`src/hw/rtl/pfh_pkg.sv`:
```
// Package for the packet fragmenter with header.
// Holds frame sizing constants, header codes and the result word type.
// No dependencies.
package pfh_pkg;

  localparam int unsigned FRAME_BYTES  = 102;
  localparam int unsigned FRAG_PAYLOAD = 100;
  localparam int unsigned MAX_PACKET   = 1500;
  localparam int unsigned HDR_BYTES    = 2;
  localparam int unsigned RES_DEPTH    = 3;

  localparam logic [7:0] TAG_WRAP  = 8'hFE;
  localparam logic [7:0] TAG_FIRST = 8'h01;
  localparam logic [7:0] FNO_WHOLE = 8'h00;
  localparam logic [7:0] FNO_LAST  = 8'hFF;

  typedef struct packed {
    logic [7:0] out_byte;
    logic       frame_start;
    logic       frame_end;
    logic [7:0] frame_length;
    logic [7:0] fragment_number;
    logic [7:0] packet_tag;
    logic [5:0] option_bits;
    logic       too_long;
    logic       last;
  } res_t;

endpackage

```
`src/hw/rtl/packet_fragmenter_with_header_top.sv`:
```
// Top level of the packet fragmenter with header.
// Splits payload bytes into frames with a 2-byte header; uses pfh_pkg.
//
// Usage:
//   Slave channel s_axis_*: one payload byte per word. tuser marks the first
//   word of a packet, which also carries the packet length and send options.
//   Master channel m_axis_*: one frame byte per word; tlast marks the final
//   byte of a frame. A frame opens with the tag byte and the fragment number.
//   The first result word of an accepted word is shown in the cycle after it
//   is accepted. A payload byte gives one result word, so a packet streams at
//   one byte per cycle while the receiver takes every word; the first byte
//   of each frame gives three result words and holds tready low while the
//   header goes out. An oversize packet gives one flagged word and its bytes
//   are dropped. The result buffer holds up to three words; a new word is
//   taken while the last buffered result is being taken, so the input and
//   output run at the same time.
//   Reset empties the buffer and clears the tag counter and the packet state.
//   When the receiver stalls the buffered word holds and tready stays low
//   while any word is waiting.
module packet_fragmenter_with_header_top (
  input  logic        clk_i,
  input  logic        rst_ni,
  input  logic        s_axis_tvalid,
  output logic        s_axis_tready,
  // data_byte[7:0], packet_length[18:8], want_indication[19], unack_csma[20],
  // max_hops[24:21], zero[31:25]
  input  logic [31:0] s_axis_tdata,
  // first_item[0]
  input  logic        s_axis_tuser,
  output logic        m_axis_tvalid,
  input  logic        m_axis_tready,
  // out_byte[7:0], frame_length[15:8], fragment_number[23:16],
  // packet_tag[31:24], option_bits[37:32], zero[39:38]
  output logic [39:0] m_axis_tdata,
  // frame_end
  output logic        m_axis_tlast,
  // frame_start[0], too_long[1], last[2]
  output logic [2:0]  m_axis_tuser
);
  import pfh_pkg::*;

  logic [7:0]  tag_q, tag_d;
  logic [10:0] rem_q, rem_d;
  logic [7:0]  fidx_q, fidx_d;
  logic [7:0]  bif_q, bif_d;
  logic [5:0]  opt_q, opt_d;
  logic        frag_q, frag_d;
  logic        drop_q, drop_d;
  logic [7:0]  fp_q, fp_d;
  logic [7:0]  fno_q, fno_d;

  res_t        buf_q [RES_DEPTH];
  res_t        res_d [RES_DEPTH];
  logic [1:0]  cnt_q, n_d;

  logic        s_fire, m_fire;

  logic [7:0]  in_byte;
  logic        in_first;
  logic [10:0] in_len;
  logic [5:0]  in_opt;
  logic [11:0] len_hdr;

  logic [10:0] e_rem;
  logic [7:0]  e_bif, e_fidx, e_tag;
  logic        e_frag, go;
  logic [7:0]  cur_fp, cur_fno, flen, bif_inc;
  logic        fend;
  res_t        blank;

  assign in_byte  = s_axis_tdata[7:0];
  assign in_len   = s_axis_tdata[18:8];
  assign in_opt   = {s_axis_tdata[24:21], s_axis_tdata[20], s_axis_tdata[19]};
  assign in_first = s_axis_tuser;
  assign len_hdr  = {1'b0, in_len} + 12'(HDR_BYTES);

  assign s_axis_tready = (cnt_q == 2'd0) || ((cnt_q == 2'd1) && m_axis_tready);
  assign s_fire        = s_axis_tvalid && s_axis_tready;
  assign m_fire        = m_axis_tvalid && m_axis_tready;

  always_comb begin
    tag_d   = tag_q;
    rem_d   = rem_q;
    fidx_d  = fidx_q;
    bif_d   = bif_q;
    opt_d   = opt_q;
    frag_d  = frag_q;
    drop_d  = drop_q;
    fp_d    = fp_q;
    fno_d   = fno_q;
    n_d     = 2'd0;
    e_rem   = rem_q;
    e_bif   = bif_q;
    e_fidx  = fidx_q;
    e_tag   = tag_q;
    e_frag  = frag_q;
    go      = 1'b0;
    cur_fp  = fp_q;
    cur_fno = fno_q;
    flen    = 8'd0;
    bif_inc = 8'd0;
    fend    = 1'b0;
    blank   = '0;
    for (int i = 0; i < RES_DEPTH; i++) begin
      res_d[i] = '0;
    end

    if (in_first) begin
      opt_d  = in_opt;
      rem_d  = '0;
      bif_d  = '0;
      fidx_d = '0;
      drop_d = 1'b0;
      if (in_len > 11'(MAX_PACKET)) begin
        drop_d            = 1'b1;
        blank.packet_tag  = tag_q;
        blank.option_bits = in_opt;
        blank.too_long    = 1'b1;
        blank.last        = 1'b1;
        res_d[0]          = blank;
        n_d               = 2'd1;
      end else begin
        e_tag  = (tag_q >= TAG_WRAP) ? TAG_FIRST : tag_q + 8'd1;
        tag_d  = e_tag;
        rem_d  = in_len;
        e_frag = len_hdr > 12'(FRAME_BYTES);
        frag_d = e_frag;
        e_rem  = in_len;
        e_bif  = '0;
        e_fidx = '0;
        if (in_len == 11'd0) begin
          blank.packet_tag      = e_tag;
          blank.option_bits     = in_opt;
          blank.frame_length    = 8'(HDR_BYTES);
          blank.fragment_number = FNO_WHOLE;
          res_d[0]             = blank;
          res_d[0].out_byte    = e_tag;
          res_d[0].frame_start = 1'b1;
          res_d[1]             = blank;
          res_d[1].out_byte    = FNO_WHOLE;
          res_d[1].frame_end   = 1'b1;
          res_d[1].last        = 1'b1;
          n_d                  = 2'd2;
        end else begin
          go = 1'b1;
        end
      end
    end else if (!drop_q && (rem_q != 11'd0)) begin
      go = 1'b1;
    end

    if (go) begin
      blank.packet_tag  = e_tag;
      blank.option_bits = in_first ? in_opt : opt_q;
      if (e_bif == 8'd0) begin
        fidx_d = e_fidx + 8'd1;
        if (!e_frag) begin
          cur_fp  = e_rem[7:0];
          cur_fno = FNO_WHOLE;
        end else if (e_rem <= 11'(FRAG_PAYLOAD)) begin
          cur_fp  = e_rem[7:0];
          cur_fno = FNO_LAST;
        end else begin
          cur_fp  = 8'(FRAG_PAYLOAD);
          cur_fno = fidx_d;
        end
        fp_d  = cur_fp;
        fno_d = cur_fno;
      end
      flen                  = cur_fp + 8'(HDR_BYTES);
      blank.frame_length    = flen;
      blank.fragment_number = cur_fno;
      bif_inc               = e_bif + 8'd1;
      fend                  = bif_inc >= cur_fp;
      rem_d                 = e_rem - 11'd1;
      bif_d                 = fend ? 8'd0 : bif_inc;
      if (e_bif == 8'd0) begin
        res_d[0]             = blank;
        res_d[0].out_byte    = e_tag;
        res_d[0].frame_start = 1'b1;
        res_d[1]             = blank;
        res_d[1].out_byte    = cur_fno;
        res_d[2]             = blank;
        res_d[2].out_byte    = in_byte;
        res_d[2].frame_end   = fend;
        res_d[2].last        = 1'b1;
        n_d                  = 2'd3;
      end else begin
        res_d[0]           = blank;
        res_d[0].out_byte  = in_byte;
        res_d[0].frame_end = fend;
        res_d[0].last      = 1'b1;
        n_d                = 2'd1;
      end
    end
  end

  always_ff @(posedge clk_i or negedge rst_ni) begin
    if (!rst_ni) begin
      tag_q  <= '0;
      rem_q  <= '0;
      fidx_q <= '0;
      bif_q  <= '0;
      opt_q  <= '0;
      frag_q <= 1'b0;
      drop_q <= 1'b0;
      fp_q   <= '0;
      fno_q  <= '0;
      cnt_q  <= '0;
    end else begin
      if (s_fire) begin
        tag_q  <= tag_d;
        rem_q  <= rem_d;
        fidx_q <= fidx_d;
        bif_q  <= bif_d;
        opt_q  <= opt_d;
        frag_q <= frag_d;
        drop_q <= drop_d;
        fp_q   <= fp_d;
        fno_q  <= fno_d;
        cnt_q  <= n_d;
      end else if (m_fire) begin
        cnt_q <= cnt_q - 2'd1;
      end
    end
  end

  always_ff @(posedge clk_i) begin
    if (s_fire) begin
      for (int i = 0; i < RES_DEPTH; i++) begin
        buf_q[i] <= res_d[i];
      end
    end else if (m_fire) begin
      for (int i = 0; i < RES_DEPTH - 1; i++) begin
        buf_q[i] <= buf_q[i+1];
      end
    end
  end

  assign m_axis_tvalid = cnt_q != 2'd0;
  assign m_axis_tdata  = {2'b00, buf_q[0].option_bits, buf_q[0].packet_tag,
                          buf_q[0].fragment_number, buf_q[0].frame_length,
                          buf_q[0].out_byte};
  assign m_axis_tlast  = buf_q[0].frame_end;
  assign m_axis_tuser  = {buf_q[0].last, buf_q[0].too_long, buf_q[0].frame_start};

`ifndef SYNTH
  a_accept_drained: assert property (@(posedge clk_i) disable iff (!rst_ni)
    s_fire |-> (cnt_q == 2'd0) || ((cnt_q == 2'd1) && m_fire))
    else $error("word accepted while results still pending");

  a_tag_range: assert property (@(posedge clk_i) disable iff (!rst_ni)
    tag_q != FNO_LAST)
    else $error("tag counter left its range");

  a_drop_empty: assert property (@(posedge clk_i) disable iff (!rst_ni)
    drop_q |-> rem_q == 11'd0)
    else $error("bytes pending while dropping a packet");

  a_reject_last: assert property (@(posedge clk_i) disable iff (!rst_ni)
    (m_axis_tvalid && buf_q[0].too_long) |-> (buf_q[0].last && !buf_q[0].frame_start))
    else $error("rejection word malformed");

  a_start_not_end: assert property (@(posedge clk_i) disable iff (!rst_ni)
    (m_axis_tvalid && buf_q[0].frame_start) |-> !buf_q[0].frame_end && !buf_q[0].last)
    else $error("tag byte closes a frame");
`endif

endmodule
```
`config.mk`:
```
export PLATFORM = sky130hd
export DESIGN_NAME = packet_fragmenter_with_header_top
export DESIGN_NICKNAME = d
export VERILOG_FILES = /design/src/hw/rtl/pfh_pkg.sv /design/src/hw/rtl/packet_fragmenter_with_header_top.sv
export SDC_FILE = /design/constraint.sdc
export NUM_CORES = 1
export LEC_CHECK = 0
export BUFFER_PORTS_ARGS = -buffer_cell sky130_fd_sc_hd__buf_2
export CORE_MARGIN = 1.5
export CORE_UTILIZATION = 43
export DETAILED_ROUTE_END_ITERATION = 8
export GPL_ROUTABILITY_DRIVEN = 0
export SYNTH_ARGS = -nofsm -noshare
export SYNTH_HDL_FRONTEND = slang
export SYNTH_SLANG_ARGS = --single-unit
export TNS_END_PERCENT = 1
```
`constraint.sdc`:
```
create_clock -name clk_i -period 5.1 [get_ports clk_i]
set_input_delay 0.255 -clock clk_i [delete_from_list [all_inputs] [get_ports clk_i]]
set_output_delay 0.255 -clock clk_i [all_outputs]
set_load 0.005 [all_outputs]
```
# After elaboration in Yosys (flattened, before gate mapping)
# Memories as Yosys holds them, arrays and structs flattened.
# Cells that the tools add are included.
dict set report totals {
  ramBits 126
  ff_bits 61
  wordCells 98
  memories 1
}
dict set report classes {
  eq_ne 1
  add_sub_neg 7
  n_bitwise 2
  n_reduce_logical 16
  order_cmp 5
  mux 56
}
# memory words width read_ports rd_clocked_by_memory_dff wr line
set mem_list {}
lappend mem_list {buf_q 3 42 3 0 3 packet_fragmenter_with_header_top.sv:52} ;# res_t buf_q [RES_DEPTH];
# operator n
set op_table {}
lappend op_table {{$mux W84} 3}
lappend op_table {{$mux W42} 5}
lappend op_table {{$mux W8} 20}
lappend op_table {{$mux W126} 1}
lappend op_table {{$mux W11} 5}
lappend op_table {{$add A8 B1 Y8 const B} 3}
lappend op_table {{$mux W2} 9}
lappend op_table {{$add A11 B2 Y12 const B} 1}
lappend op_table {{$gt A12 B7 Y1 const B} 1}
lappend op_table {{$mux W1} 12}
lappend op_table {{$gt A11 B11 Y1 const B} 1}
lappend op_table {{$le A11 B7 Y1 const B} 1}
lappend op_table {{$logic_not A11 Y1} 1}
lappend op_table {{$reduce_bool A11 Y1} 1}
lappend op_table {{$sub A11 B1 Y11 const B} 1}
lappend op_table {{$add A8 B2 Y8 const B} 1}
lappend op_table {{$ge A8 B8 Y1} 1}
lappend op_table {{$ge A8 B8 Y1 const B} 1}
lappend op_table {{$logic_not A8 Y1} 1}
lappend op_table {{$mux W6} 1}
lappend op_table {{$reduce_and A2 Y1} 3}
lappend op_table {{$reduce_bool A2 Y1} 3}
lappend op_table {{$logic_and A1 B1 Y1} 4}
lappend op_table {{$eq A2 B1 Y1 const B} 1}
lappend op_table {{5 further kinds} 6}

# Longest topological paths before layout
dict set report logic_depth {
  ltp_word 12
  depth_mapped 27
  ltp_nobuf 24
}

# Least setup slack after synthesis
# No wires, ideal clock.
dict set report synth_timing {
  path_type {input-to-reg}
  startpoint {input s_axis_tdata[14]}
  endpoint {register bif_q[0]}
  stages 27
  setup_slack_ns -0.281
  path_buffers 5
  arrival_time_ns 5.315
  setup_time_ns 0.066
  path_cell_list {buf_2 -> and4bb_1 -> and4_1 -> o31ai_4 -> clkbuf_1 -> clkbuf_1 -> buf_1 -> nand2_1 -> ha_1 -> o21a_1 -> and2_1 -> a22oi_4 -> nor2_1 -> a21oi_1 -> inv_1 -> ha_1 -> nand2b_1 -> a21o_1 -> a21o_1 -> a21o_1 -> a21o_1 -> a21o_1 -> a21o_1 -> a21oi_1 -> and2_1 -> clkbuf_1 -> a22o_1}
}
dict set report synth_between {
  elab_chain_len 11
  word_cells_on_any_way 25
  classes_between {add/sub (2); order compare (4); mux (15); reduce/logical (4)}
}
# element line
set synth_rtl {}
lappend synth_rtl {{start, declared} packet_fragmenter_with_header_top.sv:27} ;# input logic [31:0] s_axis_tdata,
lappend synth_rtl {{$gt A11 B11 Y1} packet_fragmenter_with_header_top.sv:114} ;# if (in_len > 11'(MAX_PACKET)) begin
lappend synth_rtl {{$mux W11} packet_fragmenter_with_header_top.sv:114}
lappend synth_rtl {{$mux W11} packet_fragmenter_with_header_top.sv:108} ;# if (in_first) begin
lappend synth_rtl {{$le A11 B7 Y1} packet_fragmenter_with_header_top.sv:160} ;# end else if (e_rem <= 11'(FRAG_PAYLOAD)) begin
lappend synth_rtl {{$mux W8} packet_fragmenter_with_header_top.sv:160}
lappend synth_rtl {{$mux W8} packet_fragmenter_with_header_top.sv:157} ;# if (!e_frag) begin
lappend synth_rtl {{$mux W8} --}
lappend synth_rtl {{$mux W8} packet_fragmenter_with_header_top.sv:152} ;# if (go) begin
lappend synth_rtl {{$ge A8 B8 Y1} packet_fragmenter_with_header_top.sv:174} ;# fend = bif_inc >= cur_fp;
lappend synth_rtl {{$mux W8} packet_fragmenter_with_header_top.sv:176} ;# bif_d = fend ? 8'd0 : bif_inc;
lappend synth_rtl {{$mux W8} packet_fragmenter_with_header_top.sv:152}
lappend synth_rtl {{end signal, assigned} packet_fragmenter_with_header_top.sv:215} ;# bif_q <= bif_d;
lappend synth_rtl {{end, declared} packet_fragmenter_with_header_top.sv:45} ;# logic [7:0] bif_q, bif_d;
# Several ways; a longest one is shown, not always the timed one. The select of a mux whose other input is x is not followed.
# A chain may end at the register's enable or synchronous reset.

# Final worst setup path
dict set report layout_timing {
  startpoint {input s_axis_tdata[17]}
  endpoint {register bif_q[1]}
}
# The elaborated chain is that of the path after synthesis.

==> impl_metrics.tcl <==
set metrics [dict create \
    status "completed" \
    drc_errors 0 \
    fin_crit_sh_pct 87.3 \
    drtPass1Iterations 5 \
    r2r_setup_slack_ps 680 \
    skew_ps 9.87 \
    p_int_w 0.00411 \
    syn_avg_cell_area_sq_um 10.2 \
    ff2ff_path_depth 18 \
    relSlewSlack_pct 36.8 \
    setup.worst_path.end_class "register" \
    cts_setup_buffers 0 \
    start_util_pct 43.6 \
    p_switching_w 0.00244 \
    htreeDepth 4 \
    port-buffer-count 73 \
    synth_area_leaders "edfxtp_1, dfrtp_1, nand2_1" \
    hpwl_mm 15.8 \
    rows 55 \
    cts_hold_buf 0 \
    routed_wirelength_mm 23.6 \
    die_w_um 154 \
    tritoncts "done" \
    drt_iter0_drc 531 \
    synthArstFlopShare_pct 33.0 \
    yosysUniqueCellTypes 73 \
    globalRouteOverflowTotal 0 \
    reg2reg_from "bif_q[5]" \
    cts_root_buf "clkbuf_16" \
    synth_seq_cells 185 \
    slew_viol_final 0 \
    clkTransAtPathRegs_ps 70 \
    worstSkewPairLatency_ps 430 \
    critical_path_class "input port to register" \
    core_area_sq_um 22600 \
    grt_max_degree 62 \
    grt_pass1_vias 6911 \
    start_kind "input port" \
    track_usage_pct 20.6 \
    antenna_found_initial 0 \
    ys.flop_type "edfxtp_1" \
    synth-edff-count 124 \
    setup_tns_ps 0 \
    max_cap_violations 0 \
    clockPowerShare_pct 21.0 \
    sequentialPowerShare_pct 41.6 \
    cp_max_fo 9 \
    ys_warn_count 0 \
    setup_viol 0 \
    areaGrowthSynthToFinish_pct 9.96 \
    vdd_drop_max_mv 0.205 \
    cts_made_buffers 17 \
    wl_per_cell_um 18.4 \
    yosysTopAreaCellShare_pct 37.8 \
    finalNonFillerCells 1283 \
    die_area_sq_um 23800 \
    via_per_inst 5.64 \
    io_pins 83 \
    power.density_nw_per_um2 605 \
    rsz0062_at_grt "false" \
    hold_viol 0 \
    clock.fmax_ghz 0.225 \
    die_h_um 154 \
    fin_nets 1042 \
    cts.sinks 185 \
    p_sw_share_pct 37.2 \
    antenna-diode-count 0 \
    ant_nets 0 \
    yosysSeqAreaShare_pct 53.3 \
    syn_area_sq_um 9850 \
    r2r-end "bif_q[1]" \
    synth_largest_area_cell "edfxtp_1" \
    total_leakage_power_nw 4.58 \
    synth_cells 964 \
    clockBufferDepth 2 \
    dp_cells 1251 \
    required_ps 5470 \
    cp.arrival_ps 4820 \
    hp-class "input port to async pin" \
    layout-drive-gt1-share_pct 15.2 \
    hold_slack_ps 18.1 \
    comb_power_share_pct 37.5 \
    grt_pass1_wl_mm 38.1 \
    worst_pin_slew_ps 944 \
    num_vias 7230 \
    cts.repair.resized 0 \
    min_period_ps 4450 \
]
power by group through the flow:
stage	clock, W	sequential (W)	combinational [W]
4_1_cts	0.00138	0.00272	0.00246
2_1_floorplan	0	0.00269	0.00187
3_3_place_gp	0	0.00273	0.00242
5_1_grt	0.00145	0.00279	0.00272
6_report	0.00137	0.00272	0.00245
3_5_place_dp	0	0.00275	0.00245
state kept, by name (all words and copies together) (netlist names):
register / cells
buf_q: 124
rem_q: 11
bif_q: 8
fidx_q: 8
fno_q: 8
fp_q: 8
tag_q: 8
opt_q: 6
cnt_q: 2
drop_q: 1
frag_q: 1
stage by stage:
step                      setup WS [ps]  utilization [%]  cell area [sq um]  total power [W]
after detailed placement            240             45.3              10200          0.00520
after CTS                           686             48.0              10800          0.00657
after global routing                328             48.0              10800          0.00696
after global placement              368             45.3              10200          0.00514
after floorplan                    64.1                -               9870          0.00455
final                               647             48.0              10800          0.00655
critical path, cell delays in order:
cell and delay (ps):
buf_2 180, and4bb_1 250, and4_1 230, o31ai_4 360, buf_4 220, nand2_1 100
ha_1 250, o21a_1 180, and2_1 190, a22oi_4 160, buf_4 180, nor2_1 60
a21oi_1 210, ha_1 270, a21o_1 150, a21o_1 160, a21o_1 160, a21o_1 170
a21o_1 170, a21o_1 170, a21oi_1 200, and2_1 340, a22o_1 190
routing by layer:
metal | vias up | wire, um | track usage (%)
li1 | 3494 | - | -
met1 | 3540 | 11400 | 29.1
met2 | 174 | 11100 | 32.4
met3 | 22 | 873 | 3.95
met4 | 0 | 321 | 5.68
met5 | - | 0 | 0
worst max path at each step:
stage                     startpoint       end  slack, ps  cells past startpoint
floorplan           s_axis_tdata[14]  bif_q[2]         60                     27
detailed placement  s_axis_tdata[17]  bif_q[7]        240                     23
global route        s_axis_tdata[17]  bif_q[1]        330                     24
CTS                 s_axis_tdata[17]  bif_q[1]        690                     23
finish              s_axis_tdata[17]  bif_q[1]        650                     23
global placement    s_axis_tdata[17]  bif_q[6]        370                     24
cells in the final DEF (no fill, tap or decap), types with 20 or more instances in the layout:
master,count
a21oi_1,61
ha_1,20
a21o_1,25
buf_2,73
nand2_1,123
buf_4,24
dfrtp_1,61
and3_1,21
o21ai_0,69
a22o_1,25
edfxtp_1,124
nor2_1,105
synth_stat cells, types with 14 or more instances:
| library cell | n |
|---|---|
| edfxtp_1 | 124 |
| nand2_1 | 124 |
| nor2_1 | 106 |
| o21ai_0 | 69 |
| a21oi_1 | 61 |
| dfrtp_1 | 61 |
| clkbuf_1 | 45 |
| buf_4 | 44 |
| a21o_1 | 25 |
| a22o_1 | 25 |
| and3_1 | 21 |
| ha_1 | 20 |
| inv_1 | 19 |
| nand3_1 | 16 |
| nor3_1 | 16 |
| xor2_1 | 15 |
| mux2i_1 | 14 |
| o31ai_1 | 14 |
cell families after synthesis:
kind of cell,count (synthesis),synth area share (%)
other,1,0.0381
xor gates and xnor gates,26,2.31
adders and majority gates,20,2.54
buffers and inverters,117,6.26
AOI/OAI and AO/OA,261,17.9
muxes,25,2.72
and+or+nand+nor,329,14.9
DFF,185,53.3
final cells by class:
type,instances,area (sq um)
Clock buffer,18,429
Clock inverter,14,169
Fill cell,2126,11700
Inverter,20,75.1
Multi-Input combinational cell,664,4010
Sequential cell,185,5250
Tap cell,285,357
Timing Repair Buffer,97,546
Power figures use the tool's default switching activity.
